## config.mk

```make
export PLATFORM = sky130hd
export DESIGN_NAME = lrfpd_ctrl
export DESIGN_NICKNAME = d
export VERILOG_FILES = /design/src/log_ring_fifo_with_packet_drain_top_assert.svh /design/src/lrfpd_pkg.sv /design/src/lrfpd_ctrl.sv
export SDC_FILE = /design/constraint.sdc
export NUM_CORES = 1
export LEC_CHECK = 0
export BUFFER_PORTS_ARGS = -buffer_cell sky130_fd_sc_hd__buf_2
export CORE_AREA = 5 5 42 44
export DETAILED_ROUTE_END_ITERATION = 10
export DIE_AREA = 0 0 47 49
export PLACE_DENSITY_LB_ADDON = 0.15
export SYNTH_ARGS = -nofsm -noshare
export SYNTH_HDL_FRONTEND = slang
export SYNTH_SLANG_ARGS = --single-unit
```

## constraint.sdc

```tcl
create_clock -name clk -period 1 [get_ports clk]
set_input_delay 0.1 -clock clk [delete_from_list [all_inputs] [get_ports clk]]
set_output_delay 0.1 -clock clk [all_outputs]
set_load 0.01 [all_outputs]
```

## src/log_ring_fifo_with_packet_drain_top_assert.svh

```systemverilog
// assertion macros for the message ring fifo top level
// no dependencies; the macros expand to nothing when SYNTH is defined
`ifndef LOG_RING_FIFO_WITH_PACKET_DRAIN_TOP_ASSERT_SVH
`define LOG_RING_FIFO_WITH_PACKET_DRAIN_TOP_ASSERT_SVH
`ifndef SYNTH
`define LRFPD_ASSERT_NOW(lbl, clk, rst_n, ante, cons) \
    lbl: assert property (@(posedge clk) disable iff (!rst_n) (ante) |-> (cons)) \
        else $error("lrfpd same-cycle check failed");
`define LRFPD_ASSERT_NEXT(lbl, clk, rst_n, ante, cons) \
    lbl: assert property (@(posedge clk) disable iff (!rst_n) (ante) |=> (cons)) \
        else $error("lrfpd next-cycle check failed");
`else
`define LRFPD_ASSERT_NOW(lbl, clk, rst_n, ante, cons)
`define LRFPD_ASSERT_NEXT(lbl, clk, rst_n, ante, cons)
`endif
`endif

```

## src/lrfpd_pkg.sv

```systemverilog
// shared types and constants for the message ring fifo
// used by lrfpd_ctrl, lrfpd_dp and the top level
`default_nettype none

package lrfpd_pkg;

    localparam int DEF_RING_DEPTH = 4096;
    localparam int DEF_MAX_PACKET = 64;

    localparam int CMD_W  = 2;
    localparam int DATA_W = 8;
    localparam int KIND_W = 3;
    localparam int CFG_W  = 7;
    localparam int DROP_W = 32;
    localparam int USED_W = 12;

    localparam logic [CMD_W-1:0] CMD_PUSH  = 2'd0;
    localparam logic [CMD_W-1:0] CMD_DRAIN = 2'd1;
    localparam logic [CMD_W-1:0] CMD_DONE  = 2'd2;

    typedef enum logic [KIND_W-1:0] {
        KIND_PENDING = 3'd0,
        KIND_COMMIT  = 3'd1,
        KIND_DROP    = 3'd2,
        KIND_PACKET  = 3'd3,
        KIND_NONE    = 3'd4
    } kind_t;

    // controller to datapath
    typedef struct packed {
        logic push;
        logic drain_start;
        logic emit;
        logic send_none;
        logic clear_busy;
    } dp_cmd_t;

    // datapath to controller
    typedef struct packed {
        logic link_busy;
        logic fifo_empty;
        logic out_free;
        logic last_byte;
    } dp_stat_t;

endpackage

`default_nettype wire

```

## src/lrfpd_ctrl.sv

```systemverilog
// control state machine of the message ring fifo: input handshake and drain sequencing
// depends on lrfpd_pkg
`default_nettype none

module lrfpd_ctrl (
    input  wire logic                        clk,
    input  wire logic                        rst_n,
    input  wire logic                        in_valid,
    output logic                             in_stall,
    input  wire logic [lrfpd_pkg::CMD_W-1:0] command,
    input  wire logic                        host_accepts,
    input  wire lrfpd_pkg::dp_stat_t         stat,
    output lrfpd_pkg::dp_cmd_t               cmd
);
    import lrfpd_pkg::*;

    typedef enum logic {
        ST_IDLE,
        ST_DRAIN
    } state_t;

    state_t state_reg;
    state_t state_next;
    logic   in_ready;
    logic   accept;

    always_comb
    begin
        in_ready   = (state_reg == ST_IDLE) && stat.out_free;
        in_stall   = !in_ready;
        accept     = in_valid && in_ready;
        cmd        = '0;
        state_next = state_reg;
        case (state_reg)
            ST_IDLE:
            begin
                if (accept)
                begin
                    case (command)
                        CMD_PUSH:
                        begin
                            cmd.push = 1'b1;
                        end
                        CMD_DRAIN:
                        begin
                            if (stat.link_busy || stat.fifo_empty || !host_accepts)
                            begin
                                cmd.send_none = 1'b1;
                            end
                            else
                            begin
                                cmd.drain_start = 1'b1;
                                state_next      = ST_DRAIN;
                            end
                        end
                        CMD_DONE:
                        begin
                            cmd.clear_busy = 1'b1;
                            cmd.send_none  = 1'b1;
                        end
                        default:
                        begin
                            cmd.send_none = 1'b1;
                        end
                    endcase
                end
            end
            ST_DRAIN:
            begin
                // one packet word per cycle while the output slot frees up
                if (stat.out_free)
                begin
                    cmd.emit = 1'b1;
                    if (stat.last_byte)
                    begin
                        state_next = ST_IDLE;
                    end
                end
            end
            default:
            begin
                state_next = ST_IDLE;
            end
        endcase
    end

    always_ff @(posedge clk or negedge rst_n)
    begin
        if (!rst_n)
        begin
            state_reg <= ST_IDLE;
        end
        else
        begin
            state_reg <= state_next;
        end
    end

endmodule

`default_nettype wire

```

## Yosys cells after proc, flatten, opt, wreduce, memory -nomap -nowiden

Cells that the tools add are included.

- Flip-flop bits (word level): 1

- Equality and inequality tests: 2
- Multiplexer cells: 16
- Bitwise logic cells: 1
- Reduce and logical (&&, ||, !) cells: 7

Operator list:

| kind | count |
|---|---|
| $mux W1 | 10 |
| $mux W2 | 4 |
| $pmux W1 S2 | 2 |
| $eq A2 B1 Y1 const B | 1 |
| $eq A2 B2 Y1 const B | 1 |
| $logic_and A1 B1 Y1 | 2 |
| $logic_not A1 Y1 | 2 |
| $logic_not A2 Y1 | 1 |
| $logic_or A1 B1 Y1 | 2 |
| $not A1 Y1 | 1 |

## Depth between registers and ports, before layout

- Word-level depth: 6
- Mapped depth: 2
- Mapped depth without buffers: 2

## Worst setup path after synthesis

No wires, ideal clock.

- Path type: flip-flop to output port
- From: reg state_reg
- To: out cmd[0] in the netlist's numbering
- Arrival time: 0.973 ns
- Data required time: 0.900 ns
- Path slack: -0.073 ns
- Cell stages (with the launch flop): 3
- Buffers on the path: 0
- Path through: dfrtp_1 nand3b_1 nor3b_1

RTL lines:

| element | RTL line | RTL |
|---|---|---|
| start: declaration | lrfpd_ctrl.sv:22 | `state_t state_reg;` |
| start signal: assignment | lrfpd_ctrl.sv:95 | `state_reg <= state_next;` |
| end: declaration | lrfpd_ctrl.sv:13 | `output lrfpd_pkg::dp_cmd_t cmd` |

==> impl_results.md <==
- DRC: 0
- Count of input and output buffers: 15
- Depth of the worst hold-timing path: 3
- Proportion of layout cells with a drive suffix above 1: 78.1%
- Worst setup slack for register-to-register paths: -0.08 ns
- Wire length reported by the detailed router: 460 um
- Num ports: 16
- Synth-to-Final Area Change: 137%
- Final Wtd Congestion: 0.699
- Chip Height: 49 um
- Unrepaired setup endpoints after global routing: true
- Critical Path Start Type: primary input
- Max Clock Skew: 0 ns
- Net count of the mapped netlist: 23
- Worst hold margin: 0.388 ns
- Filler cell count in the final layout: 159
- Outcome: finished, violations left
- Total number of yosys warnings: 0
- HP Class: in -> reg
- R2R Path End: state_reg
- Placed cell areas: 236 um2
- Die Area: 2300 um2
- Post-Route Setup TNS: -0.454 ns
- Top cells by area, synth: sky130_fd_sc_hd__dfrtp_1, sky130_fd_sc_hd__or4b_4, sky130_fd_sc_hd__nor3b_2, sky130_fd_sc_hd__o31ai_2, sky130_fd_sc_hd__a21bo_2
- Avg WL per Cell: 9.58 um
- Iter 0 DRT Violations: 0
- Element type at the critical path end: output port
- Pre-CTS setup slack: -0.184 ns
- Final hold violation count: 0
- Cell Count Post-Placement: 45
- Max transition margin: 88.8%
- Peak Freq: 880 MHz
- Number of cells on the worst reg-to-reg path: 4
- Internal cell power: 87.6 uW
- Gate Count Post-Synth: 13
- Final instance area: 282 um2
- Via count: 174
- Final critical-path setup slack: -0.136 ns
- Initial standard-cell utilization of the core: 8.48%
- Slew of the pin with the lowest slew margin: 0.167 ns
- Data arrival at the endpoint of the critical path: 1.04 ns
- Global router's overall resource usage: 3.94%
- Reg2reg start: state_reg
- Clock period minus final worst setup slack: 1.14 ns
- Final period utilization: 114%
- Critical path data required time: 0.90 ns
- Pwr per Cell Area: 423 nW/um2
- Number of global-route vias before repair: 177
- Synthesized cell area: 119 um2
- Cell type with the highest aggregate area in the netlist: sky130_fd_sc_hd__dfrtp_1
- Number of antenna diodes: 0
- Net switching power: 31.4 uW
- Max-cap violations: 0
- Synth Register Bits: 1
- Proportion of netlist area held by the largest area contributor: 21.1%
- Leakage Power: 0.142 nW
- Total power: 119 uW
- Maximum number of pins on one net before global-route repair: 6
- Antenna violations before repair: 0
- Wire length of the first global-routing pass: 731 um
- Maximum fanout encountered on the critical timing path: 3
- Standard-cell rows: 14
- Proportion of power drawn by combinational gates: 63.9%
- Final Non-Filler Cells: 48
- Clock latency at the later pin of the worst-skew pair: 0 ns
- Violations in the final reports: negative setup slack
- Clock-pin slew reported for the worst setup and hold paths after clock tree synthesis: 0 ns
- Average footprint of a synthesized cell: 9.14 um2
- Count of different cell masters after synthesis: 12
- Post-layout util: 20.1%
- Worst setup path class: in -> out
- Number of nets with antenna violations after detailed routing: 0
- Total core area: 1400 um2
- Switching power share of the total: 26.4%
- Die W: 47 um
- Residual overflow from global routing: 0
- Start point of the worst hold path: stat[3]
- Router iterations before antenna repair: 1
- Seq/Total Area, Yosys: 21.1%
- Worst min-delay path endpoint: state_reg
- Final #Nets: 44
- Maximum VDD drop: 0.0983 mV
- Final setup violation count: 5
- Max Transition Viols Final: 0
- Clock network power share: 0%
- Via density per instance: 3.63
- Max reg flops: 1
- Flop pwr share: 36.1%
layout make-up:
cell class                 instances  area, um2  share of cell area (%)
timing repair buffer              19        128                    45.3
multi-input combinational         11        105                    37.3
sequential                         1       25.0                    8.89
tap                               16       20.0                    7.11
inverter                           1       3.75                    1.33
synth_stat cells:
library cell and instances:
sky130_fd_sc_hd__a21bo_2 1, sky130_fd_sc_hd__inv_1 1, sky130_fd_sc_hd__nand2b_1 1, sky130_fd_sc_hd__nand3b_1 1
sky130_fd_sc_hd__o31ai_2 1, sky130_fd_sc_hd__dfrtp_1 1, sky130_fd_sc_hd__nor3_1 2, sky130_fd_sc_hd__and2_1 1
sky130_fd_sc_hd__nor2_1 1, sky130_fd_sc_hd__nor3b_1 1, sky130_fd_sc_hd__nor3b_2 1, sky130_fd_sc_hd__or4b_4 1
timing repair:
| action | 4_1_cts | 5_1_grt |
|---|---|---|
| endpoints found under the hold margin | 1 | 0 |
| gates resized for setup | 2 | 2 |
| hold buffers | 1 | 0 |
| setup buffers | 1 | 1 |
| pin swaps | 2 | 2 |
| setup endpoints to repair | 5 | 5 |
metal layers:
| metal | part of all wire (%) | routed length (um) | track usage [%] | vias to the layer above |
|---|---|---|---|---|
| met4 | 0 | 0 | 0 | 0 |
| li1 | - | - | - | 86 |
| met5 | 0 | 0 | 0 | - |
| met3 | 16 | 74 | 0.369 | 0 |
| met1 | 47 | 217 | 6.33 | 72 |
| met2 | 37 | 169 | 5.88 | 16 |
power by group through the flow:
stage          sequential (mW)  clock [mW]  combinational, mW
6_report                0.0430           0             0.0760
5_1_grt                 0.0431           0             0.0836
2_1_floorplan           0.0428           0             0.0245
3_3_place_gp            0.0429           0             0.0575
4_1_cts                 0.0430           0             0.0699
3_5_place_dp            0.0430           0             0.0594
cell usage in the layout (no fill, tap or decap):
cell type                       count
sky130_fd_sc_hd__or4b_4             1
sky130_fd_sc_hd__dlygate4sd3_1      1
sky130_fd_sc_hd__buf_2             13
sky130_fd_sc_hd__and2_1             1
sky130_fd_sc_hd__dfrtp_1            1
sky130_fd_sc_hd__buf_4              1
sky130_fd_sc_hd__o31ai_2            1
sky130_fd_sc_hd__nand3b_1           1
sky130_fd_sc_hd__nor3b_2            2
sky130_fd_sc_hd__nor2_1             1
sky130_fd_sc_hd__buf_6              4
sky130_fd_sc_hd__nand2b_1           1
sky130_fd_sc_hd__a21bo_2            1
sky130_fd_sc_hd__nor3_2             2
sky130_fd_sc_hd__inv_1              1
worst max-delay path by stage:
stage | startpoint | endpoint
detailed placement | state_reg | cmd[0]
global route | stat[2] | cmd[1]
finish | stat[2] | cmd[1]
CTS | stat[3] | cmd[1]
global placement | command[1] | cmd[1]
floorplan | state_reg | cmd[0]
cells by family (layout without fill, tap and decap cells):
group / count (synthesis) / count (layout) / synth area share, %
buffers and inverters: 1 / 20 / 3.15
flip-flops: 1 / 1 / 21.0
AO/OA/AOI/OAI: 2 / 2 / 18.9
AND/OR/NAND/NOR: 9 / 9 / 56.8
worst max-delay path, stage by stage:
cell                      delay [ns]
sky130_fd_sc_hd__buf_6          0.09
sky130_fd_sc_hd__or4b_4         0.55
sky130_fd_sc_hd__nor3b_2        0.17
sky130_fd_sc_hd__buf_2          0.13
Note: power is estimated with default switching activity, not from simulation.
